### src/mbd_pkg.sv
// Shared types, codes and constants of the MIDI byte stream decoder.
package mbd_pkg;

    localparam int QUEUE_DEPTH = 2;

    typedef enum logic [3:0] {
        CLS_DATA,
        CLS_RT,
        CLS_CHAN,
        CLS_SYSEX_START,
        CLS_QF,
        CLS_SPP,
        CLS_SONG,
        CLS_TUNE,
        CLS_IGNORE
    } cls_t;

    typedef struct packed {
        cls_t       cls;
        logic [6:0] value;
        logic       prio;
    } beat_t;

    localparam logic [1:0] KIND_MSG  = 2'd0;
    localparam logic [1:0] KIND_DATA = 2'd1;
    localparam logic [1:0] KIND_STOP = 2'd2;

    localparam logic [6:0] TYPE_NOTE_OFF  = 7'h00;
    localparam logic [6:0] TYPE_NOTE_ON   = 7'h10;
    localparam logic [6:0] TYPE_POLY      = 7'h20;
    localparam logic [6:0] TYPE_CC        = 7'h30;
    localparam logic [6:0] TYPE_PROG      = 7'h40;
    localparam logic [6:0] TYPE_MONO      = 7'h50;
    localparam logic [6:0] TYPE_BEND      = 7'h60;
    localparam logic [6:0] TYPE_SYSEX     = 7'h70;
    localparam logic [6:0] TYPE_QF        = 7'h71;
    localparam logic [6:0] TYPE_SPP       = 7'h72;
    localparam logic [6:0] TYPE_SONG      = 7'h73;
    localparam logic [6:0] TYPE_TUNE      = 7'h76;
    localparam logic [6:0] TYPE_RT_FIRST  = 7'h78;
    localparam logic [6:0] TYPE_RESET     = 7'h7f;

    localparam logic [15:0] BEND_OFFSET = 16'h2000;

    typedef struct packed {
        logic [1:0]         kind;
        logic [6:0]         type_code;
        logic [4:0]         channel;
        logic [6:0]         first_data;
        logic [6:0]         second_data;
        logic signed [15:0] wide_value;
        logic [8:0]         sequence_index;
        logic               length_overflowed;
        logic               priority_res;
        logic               last;
    } res_t;

endpackage

### src/midi_byte_stream_decoder.sv
// Top level of the MIDI byte stream decoder: front end, beat queue and parser.
// One MIDI byte is taken per beat on the input channel and decoded with running
// status into messages on the output channel; every byte that yields results
// marks its final result with last. The sustained rate is one byte per cycle
// while the output is not stalled and no exclusive message is being closed. A
// status byte that closes an open exclusive message is first reported as the
// exclusive stop and then parsed again from idle, because the parser back end
// drives a single output register. A byte waits in a queue of QUEUE_DEPTH
// entries and is parsed once it is at the head of the queue and the output is
// free; its result is held in the output register, and a stalled output stops
// the parser and then the input once the queue is full. Real-time bytes are
// reported in stream order and carry priority_res when the configuration bit is
// set; the user must write the bit only while idle, as the block does not enforce it.
module midi_byte_stream_decoder #(
    parameter int QUEUE_DEPTH = mbd_pkg::QUEUE_DEPTH
) (
    input  logic               clk,
    input  logic               rst_n,
    input  logic               cfg_wen,
    input  logic               cfg_wdata,
    input  logic               in_valid,
    output logic               in_ready,
    input  logic [7:0]         midi_byte,
    output logic               out_valid,
    input  logic               out_ready,
    output logic [1:0]         kind,
    output logic [6:0]         type_code,
    output logic [4:0]         channel,
    output logic [6:0]         first_data,
    output logic [6:0]         second_data,
    output logic signed [15:0] wide_value,
    output logic [8:0]         sequence_index,
    output logic               length_overflowed,
    output logic               priority_res,
    output logic               last
);

    mbd_pkg::beat_t in_beat;
    mbd_pkg::beat_t head;
    mbd_pkg::res_t  res;
    logic           q_full;
    logic           q_valid;
    logic           q_pop;

    mbd_front u_front (
        .clk       (clk),
        .rst_n     (rst_n),
        .cfg_wen   (cfg_wen),
        .cfg_wdata (cfg_wdata),
        .midi_byte (midi_byte),
        .beat      (in_beat)
    );

    mbd_queue #(
        .DEPTH (QUEUE_DEPTH)
    ) u_queue (
        .clk        (clk),
        .rst_n      (rst_n),
        .push       (in_valid),
        .push_beat  (in_beat),
        .full       (q_full),
        .pop        (q_pop),
        .head_valid (q_valid),
        .head       (head)
    );

    mbd_back u_back (
        .clk        (clk),
        .rst_n      (rst_n),
        .head_valid (q_valid),
        .head       (head),
        .pop        (q_pop),
        .out_ready  (out_ready),
        .out_valid  (out_valid),
        .res        (res)
    );

    assign in_ready          = !q_full;
    assign kind              = res.kind;
    assign type_code         = res.type_code;
    assign channel           = res.channel;
    assign first_data        = res.first_data;
    assign second_data       = res.second_data;
    assign wide_value        = res.wide_value;
    assign sequence_index    = res.sequence_index;
    assign length_overflowed = res.length_overflowed;
    assign priority_res      = res.priority_res;
    assign last              = res.last;

    // A stop that is not the last result leaves its status byte queued.
    a_stop_keeps_status: assert property (@(posedge clk) disable iff (!rst_n)
        out_valid && kind == mbd_pkg::KIND_STOP && !last |-> q_valid)
        else $error("exclusive stop without a pending status byte");

    a_prio_is_realtime: assert property (@(posedge clk) disable iff (!rst_n)
        out_valid && priority_res |->
            kind == mbd_pkg::KIND_MSG && type_code >= mbd_pkg::TYPE_RT_FIRST &&
            channel == 5'd0 && last)
        else $error("priority flag on a result that is not real-time");

    a_overflow_on_stop: assert property (@(posedge clk) disable iff (!rst_n)
        out_valid && length_overflowed |-> kind == mbd_pkg::KIND_STOP)
        else $error("overflow flag outside an exclusive stop");

    a_sysex_fields: assert property (@(posedge clk) disable iff (!rst_n)
        out_valid && kind != mbd_pkg::KIND_MSG |-> type_code == 7'd0 && channel == 5'd0)
        else $error("exclusive result carries a message type or channel");

endmodule

### src/mbd_front.sv
// Input side: configuration register and byte classification.
module mbd_front (
    input  logic              clk,
    input  logic              rst_n,
    input  logic              cfg_wen,
    input  logic              cfg_wdata,
    input  logic [7:0]        midi_byte,
    output mbd_pkg::beat_t    beat
);

    logic realtime_priority_reg;

    always_ff @(posedge clk or negedge rst_n)
    begin
        if (!rst_n)
        begin
            realtime_priority_reg <= 1'b0;
        end
        else if (cfg_wen)
        begin
            realtime_priority_reg <= cfg_wdata;
        end
    end

    always_comb
    begin
        beat.value = midi_byte[6:0];
        beat.prio  = realtime_priority_reg;
        priority if (!midi_byte[7])
        begin
            beat.cls = mbd_pkg::CLS_DATA;
        end
        else if (midi_byte[6:3] == 4'hf)
        begin
            beat.cls = mbd_pkg::CLS_RT;
        end
        else if (midi_byte[6:4] != 3'h7)
        begin
            beat.cls = mbd_pkg::CLS_CHAN;
        end
        else
        begin
            unique case (midi_byte[2:0])
                3'd0:    beat.cls = mbd_pkg::CLS_SYSEX_START;
                3'd1:    beat.cls = mbd_pkg::CLS_QF;
                3'd2:    beat.cls = mbd_pkg::CLS_SPP;
                3'd3:    beat.cls = mbd_pkg::CLS_SONG;
                3'd6:    beat.cls = mbd_pkg::CLS_TUNE;
                default: beat.cls = mbd_pkg::CLS_IGNORE;
            endcase
        end
    end

endmodule

### src/mbd_queue.sv
// Short first-in first-out queue of classified beats between front and back.
module mbd_queue #(
    parameter int DEPTH = mbd_pkg::QUEUE_DEPTH
) (
    input  logic           clk,
    input  logic           rst_n,
    input  logic           push,
    input  mbd_pkg::beat_t push_beat,
    output logic           full,
    input  logic           pop,
    output logic           head_valid,
    output mbd_pkg::beat_t head
);

    localparam int AW = (DEPTH > 1) ? $clog2(DEPTH) : 1;
    localparam int CW = $clog2(DEPTH + 1);

    mbd_pkg::beat_t entries_reg [DEPTH];
    logic [AW-1:0]  wr_ptr_reg;
    logic [AW-1:0]  rd_ptr_reg;
    logic [CW-1:0]  count_reg;
    logic           do_push;
    logic           do_pop;

    assign full       = (count_reg == CW'(DEPTH));
    assign head_valid = (count_reg != '0);
    assign head       = entries_reg[rd_ptr_reg];
    assign do_push    = push && !full;
    assign do_pop     = pop && head_valid;

    always_ff @(posedge clk)
    begin
        if (do_push)
        begin
            entries_reg[wr_ptr_reg] <= push_beat;
        end
    end

    always_ff @(posedge clk or negedge rst_n)
    begin
        if (!rst_n)
        begin
            wr_ptr_reg <= '0;
            rd_ptr_reg <= '0;
            count_reg  <= '0;
        end
        else
        begin
            if (do_push)
            begin
                wr_ptr_reg <= (wr_ptr_reg == AW'(DEPTH - 1)) ? '0 : wr_ptr_reg + AW'(1);
            end
            if (do_pop)
            begin
                rd_ptr_reg <= (rd_ptr_reg == AW'(DEPTH - 1)) ? '0 : rd_ptr_reg + AW'(1);
            end
            if (do_push && !do_pop)
            begin
                count_reg <= count_reg + CW'(1);
            end
            else if (do_pop && !do_push)
            begin
                count_reg <= count_reg - CW'(1);
            end
        end
    end

endmodule

### src/mbd_back.sv
// Running status parser that turns queued beats into decoded results.
module mbd_back (
    input  logic           clk,
    input  logic           rst_n,
    input  logic           head_valid,
    input  mbd_pkg::beat_t head,
    output logic           pop,
    input  logic           out_ready,
    output logic           out_valid,
    output mbd_pkg::res_t  res
);

    typedef enum logic [4:0] {
        ST_IDLE, ST_ON, ST_ON_NOTE, ST_OFF, ST_OFF_NOTE, ST_CC, ST_CC_CTRL,
        ST_PROG, ST_BEND, ST_BEND_LSB, ST_MONO, ST_POLY, ST_POLY_NOTE,
        ST_QF, ST_SPP, ST_SPP_LSB, ST_SONG, ST_SYSEX
    } state_t;

    state_t         state_reg, state_next, eff_state;
    logic [4:0]     channel_reg, channel_next;
    logic [6:0]     held_reg, held_next;
    logic [6:0]     bend_reg, bend_next;
    logic [6:0]     pos_reg, pos_next;
    logic [15:0]    count_reg, count_next;
    logic           out_valid_reg;
    mbd_pkg::res_t  res_reg, res_new;
    logic           emit;
    logic           consume;
    logic           fire;
    logic [6:0]     v;

    assign v    = head.value;
    assign fire = head_valid && (!emit || !out_valid_reg || out_ready);
    assign pop  = fire && consume;

    always_comb
    begin
        state_next   = state_reg;
        channel_next = channel_reg;
        held_next    = held_reg;
        bend_next    = bend_reg;
        pos_next     = pos_reg;
        count_next   = count_reg;
        res_new      = '0;
        res_new.last = 1'b1;
        emit         = 1'b0;
        consume      = 1'b1;
        eff_state    = (state_reg != ST_IDLE && head.cls != mbd_pkg::CLS_DATA) ?
                       ST_IDLE : state_reg;
        if (head.cls == mbd_pkg::CLS_RT)
        begin
            emit                 = 1'b1;
            res_new.type_code    = v;
            res_new.priority_res = head.prio;
            if (v == mbd_pkg::TYPE_RESET)
            begin
                state_next = ST_IDLE;
            end
        end
        else if (state_reg == ST_SYSEX && head.cls != mbd_pkg::CLS_DATA)
        begin
            // The closing status byte stays queued and is parsed again from idle.
            emit                      = 1'b1;
            consume                   = 1'b0;
            res_new.kind              = mbd_pkg::KIND_STOP;
            res_new.wide_value        = {1'b0, count_reg[14:0]};
            res_new.length_overflowed = count_reg[15];
            res_new.last              = !(head.cls == mbd_pkg::CLS_SYSEX_START ||
                                          head.cls == mbd_pkg::CLS_TUNE);
            count_next                = '0;
            state_next                = ST_IDLE;
        end
        else
        begin
            unique case (eff_state)
                ST_ON, ST_OFF, ST_CC, ST_POLY:
                begin
                    held_next  = v;
                    state_next = state_t'(eff_state + 5'd1);
                end
                ST_ON_NOTE, ST_OFF_NOTE, ST_CC_CTRL, ST_POLY_NOTE:
                begin
                    emit                = 1'b1;
                    res_new.channel     = channel_reg;
                    res_new.first_data  = held_reg;
                    res_new.second_data = v;
                    state_next          = state_t'(eff_state - 5'd1);
                    unique case (eff_state)
                        ST_ON_NOTE:  res_new.type_code = mbd_pkg::TYPE_NOTE_ON;
                        ST_OFF_NOTE: res_new.type_code = mbd_pkg::TYPE_NOTE_OFF;
                        ST_CC_CTRL:  res_new.type_code = mbd_pkg::TYPE_CC;
                        default:     res_new.type_code = mbd_pkg::TYPE_POLY;
                    endcase
                end
                ST_PROG:
                begin
                    emit               = 1'b1;
                    res_new.type_code  = mbd_pkg::TYPE_PROG;
                    res_new.channel    = channel_reg;
                    res_new.first_data = v;
                end
                ST_MONO:
                begin
                    emit               = 1'b1;
                    res_new.type_code  = mbd_pkg::TYPE_MONO;
                    res_new.channel    = channel_reg;
                    res_new.first_data = v;
                end
                ST_BEND:
                begin
                    bend_next  = v;
                    state_next = ST_BEND_LSB;
                end
                ST_BEND_LSB:
                begin
                    emit               = 1'b1;
                    res_new.type_code  = mbd_pkg::TYPE_BEND;
                    res_new.channel    = channel_reg;
                    res_new.wide_value = {2'b00, v, bend_reg} - mbd_pkg::BEND_OFFSET;
                    state_next         = ST_BEND;
                end
                ST_QF:
                begin
                    emit                = 1'b1;
                    res_new.type_code   = mbd_pkg::TYPE_QF;
                    res_new.first_data  = {4'b0000, v[6:4]};
                    res_new.second_data = {3'b000, v[3:0]};
                    state_next          = ST_IDLE;
                end
                ST_SPP:
                begin
                    pos_next   = v;
                    state_next = ST_SPP_LSB;
                end
                ST_SPP_LSB:
                begin
                    emit               = 1'b1;
                    res_new.type_code  = mbd_pkg::TYPE_SPP;
                    res_new.wide_value = {2'b00, v, pos_reg};
                    state_next         = ST_IDLE;
                end
                ST_SONG:
                begin
                    emit               = 1'b1;
                    res_new.type_code  = mbd_pkg::TYPE_SONG;
                    res_new.first_data = v;
                    state_next         = ST_IDLE;
                end
                ST_SYSEX:
                begin
                    emit                   = 1'b1;
                    res_new.kind           = mbd_pkg::KIND_DATA;
                    res_new.first_data     = v;
                    res_new.sequence_index = count_reg[8:0];
                    count_next = {count_reg[15] | (&count_reg[14:0]),
                                  count_reg[14:0] + 15'd1};
                end
                default:
                begin
                    state_next = ST_IDLE;
                    unique case (head.cls)
                        mbd_pkg::CLS_CHAN:
                        begin
                            channel_next = {1'b0, v[3:0]} + 5'd1;
                            unique case (v[6:4])
                                3'd0:    state_next = ST_OFF;
                                3'd1:    state_next = ST_ON;
                                3'd2:    state_next = ST_POLY;
                                3'd3:    state_next = ST_CC;
                                3'd4:    state_next = ST_PROG;
                                3'd5:    state_next = ST_MONO;
                                3'd6:    state_next = ST_BEND;
                                default: state_next = ST_IDLE;
                            endcase
                        end
                        mbd_pkg::CLS_QF:   state_next = ST_QF;
                        mbd_pkg::CLS_SPP:  state_next = ST_SPP;
                        mbd_pkg::CLS_SONG: state_next = ST_SONG;
                        mbd_pkg::CLS_TUNE:
                        begin
                            emit              = 1'b1;
                            res_new.type_code = mbd_pkg::TYPE_TUNE;
                        end
                        mbd_pkg::CLS_SYSEX_START:
                        begin
                            emit              = 1'b1;
                            res_new.type_code = mbd_pkg::TYPE_SYSEX;
                            count_next        = '0;
                            state_next        = ST_SYSEX;
                        end
                        default:
                        begin
                            state_next = ST_IDLE;
                        end
                    endcase
                end
            endcase
        end
    end

    always_ff @(posedge clk or negedge rst_n)
    begin
        if (!rst_n)
        begin
            state_reg     <= ST_IDLE;
            channel_reg   <= '0;
            held_reg      <= '0;
            bend_reg      <= '0;
            pos_reg       <= '0;
            count_reg     <= '0;
            out_valid_reg <= 1'b0;
            res_reg       <= '0;
        end
        else
        begin
            if (fire)
            begin
                state_reg   <= state_next;
                channel_reg <= channel_next;
                held_reg    <= held_next;
                bend_reg    <= bend_next;
                pos_reg     <= pos_next;
                count_reg   <= count_next;
            end
            if (fire && emit)
            begin
                out_valid_reg <= 1'b1;
                res_reg       <= res_new;
            end
            else if (out_ready)
            begin
                out_valid_reg <= 1'b0;
            end
        end
    end

    assign out_valid = out_valid_reg;
    assign res       = res_reg;

endmodule

### config.mk
export PLATFORM = sky130hd
export DESIGN_NAME = midi_byte_stream_decoder
export DESIGN_NICKNAME = d
export VERILOG_FILES = /design/src/mbd_pkg.sv /design/src/midi_byte_stream_decoder.sv /design/src/mbd_front.sv /design/src/mbd_queue.sv /design/src/mbd_back.sv
export SDC_FILE = /design/constraint.sdc
export NUM_CORES = 1
export LEC_CHECK = 0
export BUFFER_PORTS_ARGS = -buffer_cell sky130_fd_sc_hd__buf_2
export CELL_PAD_IN_SITES_DETAIL_PLACEMENT = 0
export CELL_PAD_IN_SITES_GLOBAL_PLACEMENT = 2
export CORE_UTILIZATION = 38
export DETAILED_ROUTE_END_ITERATION = 10
export PLACE_DENSITY_LB_ADDON = 0.3
export SLEW_MARGIN = 20
export SYNTH_ARGS = -nofsm -noshare
export SYNTH_HDL_FRONTEND = slang
export SYNTH_SLANG_ARGS = --single-unit
### constraint.sdc
create_clock -name clk -period 5.8 [get_ports clk]
set_input_delay 0.29 -clock clk [delete_from_list [all_inputs] [get_ports clk]]
set_output_delay 0.29 -clock clk [all_outputs]
set_load 0.03 [all_outputs]
## Word level (Yosys, flattened, before mapping)

Memories as Yosys holds them, arrays and structs flattened.
Index checks and enable logic that the tools add are counted.

| word-level totals | value |
|---|---|
| register bits | 109 |
| bits in writable memories | 24 |
| word-level logic and storage cells | 170 |
| memories | 1 |
| output and inout port bits | 58 |

| operators by class | value |
|---|---|
| equality and inequality tests | 42 |
| muxes and demuxes | 48 |
| reduce and logical (&&, ||, !) cells | 45 |
| add/sub/neg operators | 9 |
| bitwise logic cells | 4 |

Memory list:

| name | depth | width | rd ports | clocked after memory_dff | wr ports | line | text |
|---|---|---|---|---|---|---|---|
| u_queue.entries_reg | 2 | 12 | 1 | 0 | 1 | mbd_queue.sv:18 | `mbd_pkg::beat_t entries_reg [DEPTH];` |

Operators with widths:

| cell | count |
|---|---|
| $pmux W16 S2 | 2 |
| $pmux W7 S8 | 1 |
| $mux W16 | 3 |
| $mux W45 | 1 |
| $eq A5 B4 Y1 const B | 8 |
| $pmux W5 S7 | 1 |
| $pmux W4 S7 | 1 |
| $pmux W7 S2 | 2 |
| $mux W26 | 1 |
| $mux W5 | 5 |
| $pmux W5 S5 | 1 |
| $pmux W7 S3 | 1 |
| $eq A5 B3 Y1 const B | 4 |
| $pmux W4 S5 | 1 |
| $mux W9 | 2 |
| $pmux W6 S3 | 1 |
| $reduce_or A17 Y1 | 1 |
| $eq A4 B3 Y1 const B | 4 |
| $mux W1 | 16 |
| $reduce_and A4 Y1 | 4 |
| $reduce_or A16 Y1 | 1 |
| $add A15 B1 Y15 const B | 1 |
| $eq A5 B5 Y1 const B | 3 |
| $reduce_and A15 Y1 | 1 |
| other kinds (43) | 82 |

## Depth between registers and ports, before layout

An unclocked memory read counts as a cell.

| depth | value |
|---|---|
| depth after elaboration | 18 |
| gate-level depth with buffers | 20 |
| depth with buffers taken out | 15 |

## Modules after synthesis

From an unflattened synthesis, not the netlist that was laid out.

| second synthesis, totals | value |
|---|---|
| cell total of the unflattened synthesis | 714 |
| area total of the unflattened synthesis | 7,113.1 sq um |

By module, submodules not included:

| module | times used | area each (sq um) | seq. area each (sq um) | cells an instance |
|---|---|---|---|---|
| mbd_back | 1 | 5,860.6 | 2,602.5 | 633 |
| mbd_queue | 1 | 1,069.8 | 820.8 | 56 |
| mbd_front | 1 | 178.9 | 25.0 | 24 |
| midi_byte_stream_decoder | 1 | 3.8 | 0.0 | 1 |

## Worst setup path before layout

No wires, ideal clock.

| timing path | value |
|---|---|
| path kind | register -> register |
| from | reg u_queue.rd_ptr_reg |
| to | reg u_queue.count_reg[1] |
| path slack | 1.495 ns |
| arrival time | 4.180 ns |
| cell stages (with the launch flop) | 21 |
| required time | 5.675 ns |
| clock period less this slack | 4.305 ns |
| setup time | 0.125 ns |
| cell sequence | dfrtp_1 -> buf_6 -> or4_4 -> o22ai_4 -> buf_2 -> buf_1 -> nand2_1 -> inv_1 -> ha_1 -> clkbuf_1 -> inv_1 -> nor3_1 -> ha_1 -> nor2_1 -> a31oi_2 -> buf_4 -> or3_1 -> ha_1 -> xor2_1 -> nor2_1 -> xor2_1 |

| on the way | value |
|---|---|
| longest elaborated chain between the ends | 18 |
| elaborated cells on any way between the ends | 45 |
| those cells by class | eq/ne: 20; mux: 8; reduce/logical: 16; memory: 1 |

Ends and longest elaborated chain:

| item | line | text |
|---|---|---|
| start, declared | mbd_queue.sv:20 | `logic [AW-1:0] rd_ptr_reg;` |
| start signal, assigned | mbd_queue.sv:55 | `rd_ptr_reg <= (rd_ptr_reg == AW'(DEPTH - 1)) ? '0 : rd_ptr_reg + AW'(1);` |
| $mem_v2 Z2 W12 * | - |  |
| $reduce_bool A4 Y1 | mbd_back.sv:48, mbd_back.sv:60 |  |
| $logic_and A1 B1 Y1 | mbd_back.sv:48 | `eff_state = (state_reg != ST_IDLE && head.cls != mbd_pkg::CLS_DATA) ?` |
| $mux W5 | mbd_back.sv:48 |  |
| $eq A5 B2 Y1 (tied with other cells) | mbd_back.sv:75 | `unique case (eff_state)` |
| $reduce_or A11 Y1 (no source line) or $reduce_or A6 Y1 (tied branches) | - |  |
| $pmux W1 S2 | mbd_back.sv:75 |  |
| $mux W1 | mbd_back.sv:60 | `else if (state_reg == ST_SYSEX && head.cls != mbd_pkg::CLS_DATA)` |
| $mux W1 | mbd_back.sv:50 | `if (head.cls == mbd_pkg::CLS_RT)` |
| $logic_not A1 Y1 | mbd_back.sv:33 | `assign fire = head_valid && (!emit \|\| !out_valid_reg \|\| out_ready);` |
| $logic_or A1 B1 Y1 (2 in a row) | mbd_back.sv:33 |  |
| $logic_and A1 B1 Y1 | mbd_back.sv:33 |  |
| $logic_and A1 B1 Y1 * | mbd_back.sv:34 | `assign pop = fire && consume;` |
| $logic_and A1 B1 Y1 * | mbd_queue.sv:29 | `assign do_pop = pop && head_valid;` |
| $logic_not A1 Y1 | mbd_queue.sv:57 | `if (do_push && !do_pop)` |
| $logic_and A1 B1 Y1 | mbd_queue.sv:57 |  |
| $mux W2 or $reduce_bool A2 Y1 (tied branches) | - |  |
| end signal, assigned | mbd_queue.sv:59 | `count_reg <= count_reg + CW'(1);` |
| end signal, assigned | mbd_queue.sv:63 | `count_reg <= count_reg - CW'(1);` |
| end, declared | mbd_queue.sv:21 | `logic [CW-1:0] count_reg;` |

Every way passes the cells marked *; elsewhere a longest branch is shown, timed or not.
A chain may end at the register's enable or synchronous reset.

## Final worst setup path

| timing path | value |
|---|---|
| from | reg u_queue.rd_ptr_reg |
| to | reg u_back.bend_reg[4] |

| on the way | value |
|---|---|
| longest elaborated chain between the ends | 14 |
| elaborated cells on any way between the ends | 39 |
| those cells by class | eq/ne: 20; mux: 5; bitwise: 2; reduce/logical: 11; memory: 1 |

Ends and longest elaborated chain:

| item | line | text |
|---|---|---|
| $mem_v2 Z2 W12 * | - |  |
| $reduce_bool A4 Y1 | mbd_back.sv:48, mbd_back.sv:60 |  |
| $logic_and A1 B1 Y1 | mbd_back.sv:48 |  |
| $mux W5 | mbd_back.sv:48 |  |
| $eq A5 B2 Y1 (tied with other cells) | mbd_back.sv:75 |  |
| $reduce_or A11 Y1 (no source line) or $reduce_or A6 Y1 (tied branches) | - |  |
| $pmux W1 S2 | mbd_back.sv:75 |  |
| $mux W1 | mbd_back.sv:60 |  |
| $mux W1 | mbd_back.sv:50 |  |
| $logic_not A1 Y1 | mbd_back.sv:33 |  |
| $logic_or A1 B1 Y1 (2 in a row) | mbd_back.sv:33 |  |
| $logic_and A1 B1 Y1 | mbd_back.sv:33 |  |
| $reduce_and A4 Y1 (no source line) | - |  |
| end signal, assigned | mbd_back.sv:221 | `bend_reg <= bend_next;` |
| end, declared | mbd_back.sv:22 | `logic [6:0] bend_reg, bend_next;` |

Marks and branches as above.

==> run summary <==
CP max stage delay = 0.54 ns
Hold WC Path Type = in2reg
synthesized flop and latch total = 133
vias in the first global route = 5637
CP max stage cell = or4b_1
Area Overhead vs Synth = 16.8%
CP Class = reg2reg
Buf/Inv on CP = 2
setup TNS = 0 ns
vias per cell = 5.86
routability cong. = 0.916
height of the die = 137 µm
Core Area = 0.0175 mm²
worst rel slew slack = 32.7%
Worst Tran Pin Value = 1.01 ns
worst path cell trace = buf_4 -> or4b_1 -> o22ai_4 -> nand2_1 -> ha_1 -> o21ba_2 -> o21ai_0 -> a2bb2oi_1 -> a31oi_2 -> buf_4 -> nor4_4 -> mux2_2
Max-Cap Viols = 0
EDFF count, synth = 24
Worst VDD drop = 0.000248 V
Starting Density = 39.4%
full die area = 0.0187 mm²
Non-Filler Cell Area, Final = 0.00808 mm²
status = completed
Setup crit end kind = flip-flop
number of unique standard cell types used by synthesis = 71
I/O Pins = 72
drt first pass iters = 5
Residual DRC = 0
Tmin final = 4.37 ns
post-route ant nets = 0
Post-Synth Adder-Cell Area = 1.77%
worst r2r path cells = 12
CTS root buf = clkbuf_16
via count = 5769
CTS tree = built
dpl cells = 952
Gate Count Post-Synth = 682
Peak Freq = 229 MHz
worst-path fanout max = 29
main combinational cell family by area after synthesis = compound AO/OA/AOI/OAI gates
Crit path depth = 12
CP Launch Point = u_queue.rd_ptr_reg
Top delay family on crit path = compound AO/OA/AOI/OAI gates
Netlist Area Pre-Place = 0.00691 mm²
simple-gate share of the synthesized area = 18.7%
skew final = 0.0119 ns
Port-buffer cells = 71
CTS resizes = 0
worst setup path endpoint = u_back.bend_reg[4]
leakage power = 3.49 nW
H-tree Lvls = 4
flop2flop setup slack = 1.43 ns
drt initial violations = 518
Fin. Hold Viols = 0
Max clock buf depth = 2
Slew Viols, Final = 0
Worst setup SP type = flip-flop
Rows = 48
Worst EP required = 6.10 ns
cts bufs inserted = 17
Synth Area in Compound Gates = 18.8%
Worst-path clk slew = 0.06 ns
RSZ-0062 raised after global routing = no
final WL = 20.2 mm
number of warnings issued by yosys = 0
syn nets = 705
postcts setup bufs = 0
Tot GR Track Use = 22.8%
number of diodes = 0
Worst R2R Start = u_queue.rd_ptr_reg
initial antenna violation count = 0
worst reg2reg path endpoint = u_back.bend_reg[4]
Synth Area in XOR/XNOR = 1.52%
Post-synth top flop = dfrtp_1
Non-Filler Instances = 985
Die X = 137 µm
final period utilization = 75.3%
Final nets = 770
PD cells = 496 mW/mm²
max FFs per register = 56
CTS sink cnt = 133
first-pass GRT wire length = 31.9 mm
Clock Latency Late Sink = 0.43 ns
sequential share of the synthesized area = 49.9%
Cell Area, Placed = 0.00751 mm²
final setup violation count = 0
layout cells sized above 1 = 21.7%
GRT Residual Overflow = 0
Mean Syn Cell Area = 10.1 µm²
Post-synth ARST share = 82.0%
Avg WL per Cell = 20.5 µm
cell mode on critical path = buf_4
CP arrival = 4.67 ns
hpwl dp = 14.4 mm
multiplexer share of the synthesized area = 6.06%
largest net degree at the start of global routing = 76
worst min-delay path by stage:
| stage | startpoint | to | slack [ns] | cells past startpoint |
|---|---|---|---|---|
| floorplan | rst_n | u_back.bend_reg[0] | -0.006 | 0 |
| global placement | rst_n | u_back.res[19] | 0.28 | 1 |
| detailed placement | rst_n | u_back.res[47] | 0.29 | 1 |
| CTS | midi_byte[6] | u_queue.entries_reg[0][7] | 0.07 | 1 |
| global route | midi_byte[6] | u_queue.entries_reg[0][7] | 0.08 | 1 |
| finish | midi_byte[6] | u_queue.entries_reg[0][7] | 0.09 | 1 |
cell type report:
type / instances / area, µm²
Tap cell: 225 / 282
Fill cell: 1698 / 9460
Multi-Input combinational cell: 494 / 3260
Inverter: 15 / 56.3
Sequential cell: 133 / 3450
Clock inverter: 14 / 115
Timing Repair Buffer: 86 / 473
Clock buffer: 18 / 439
per-stage QoR:
step / utilization, % / hold slack, ns / worst slack (ns) / total power [mW]
floorplan: - / -0.00559 / 1.49 / 2.50
global placement: 42.8 / 0.283 / 1.62 / 2.98
detailed placement: 42.8 / 0.293 / 1.48 / 3.00
CTS: 46.0 / 0.0702 / 1.45 / 4.02
global route: 46.1 / 0.0770 / 1.16 / 4.23
finish: 46.1 / 0.0879 / 1.43 / 4.01
cell usage after synthesis (all sizes together) (12+ instances only):
master / instances / area (µm²)
edfxtp: 24 / 721
dfrtp: 109 / 2730
mux2: 31 / 349
clkbuf: 24 / 90.1
nor3: 12 / 71.3
o41ai: 14 / 123
nand2: 94 / 353
o21ai: 46 / 230
o31ai: 20 / 150
a21oi: 18 / 101
buf: 16 / 81.3
nor2: 59 / 221
inv: 15 / 56.3
nand2b: 12 / 75.1
nand3: 32 / 160
cell families (layout without fill, tap and decap cells):
logic type	Yosys count	count (layout)
AOI/OAI and AO/OA	174	174
DFF	133	133
adders and majority gates	10	10
xor gates and xnor gates	12	12
muxes	38	38
buffers and inverters	55	133
and+or+nand+nor	260	260
routing by layer:
metal  GRT usage, %  part of all wire (%)  up-vias
li1               -                     -     2676
met1           30.9                    45     2838
met2           35.6                    47      213
met3           4.37                   5.1       42
met4           9.34                   2.7        0
met5              0                     0        -
layout by cell type (no fill, tap or decap), drive strengths merged, types with 3 or more instances in the layout:
cell | netlist | routed
dfrtp | 109 | 109
nand2 | 94 | 94
buf | 16 | 85
nor2 | 59 | 59
o21ai | 46 | 46
nand3 | 32 | 32
mux2 | 31 | 31
edfxtp | 24 | 24
inv | 15 | 23
o31ai | 20 | 20
a21oi | 18 | 18
clkbuf | 24 | 18
o41ai | 14 | 14
nand2b | 12 | 12
nor3 | 12 | 12
and3 | 11 | 11
a222oi | 11 | 11
xnor2 | 9 | 9
ha | 9 | 9
a221oi | 8 | 8
mux2i | 7 | 7
a31oi | 7 | 7
a22oi | 7 | 7
or3 | 7 | 7
a32o | 6 | 6
nor4 | 6 | 6
nor2b | 5 | 5
and2 | 5 | 5
nand4 | 5 | 5
a21o | 5 | 5
a22o | 5 | 5
a2bb2oi | 4 | 4
clkinv | 0 | 4
nand3b | 3 | 3
xor2 | 3 | 3
o2111ai | 3 | 3
or4 | 3 | 3
timing repair:
item	in CTS	in global routing
setup endpoints to repair	0	0
hold buffers	1	0
endpoints found under the hold margin	34	0
where the power goes:
| group | internal [mW] | leakage [nW] | switching (mW) |
|---|---|---|---|
| Clock | 0.569 | 0.271 | 0.445 |
| Sequential | 1.21 | 1.67 | 0.252 |
| Combinational | 0.513 | 1.55 | 1.02 |
No activity file was read; power rests on OpenSTA's default activity.
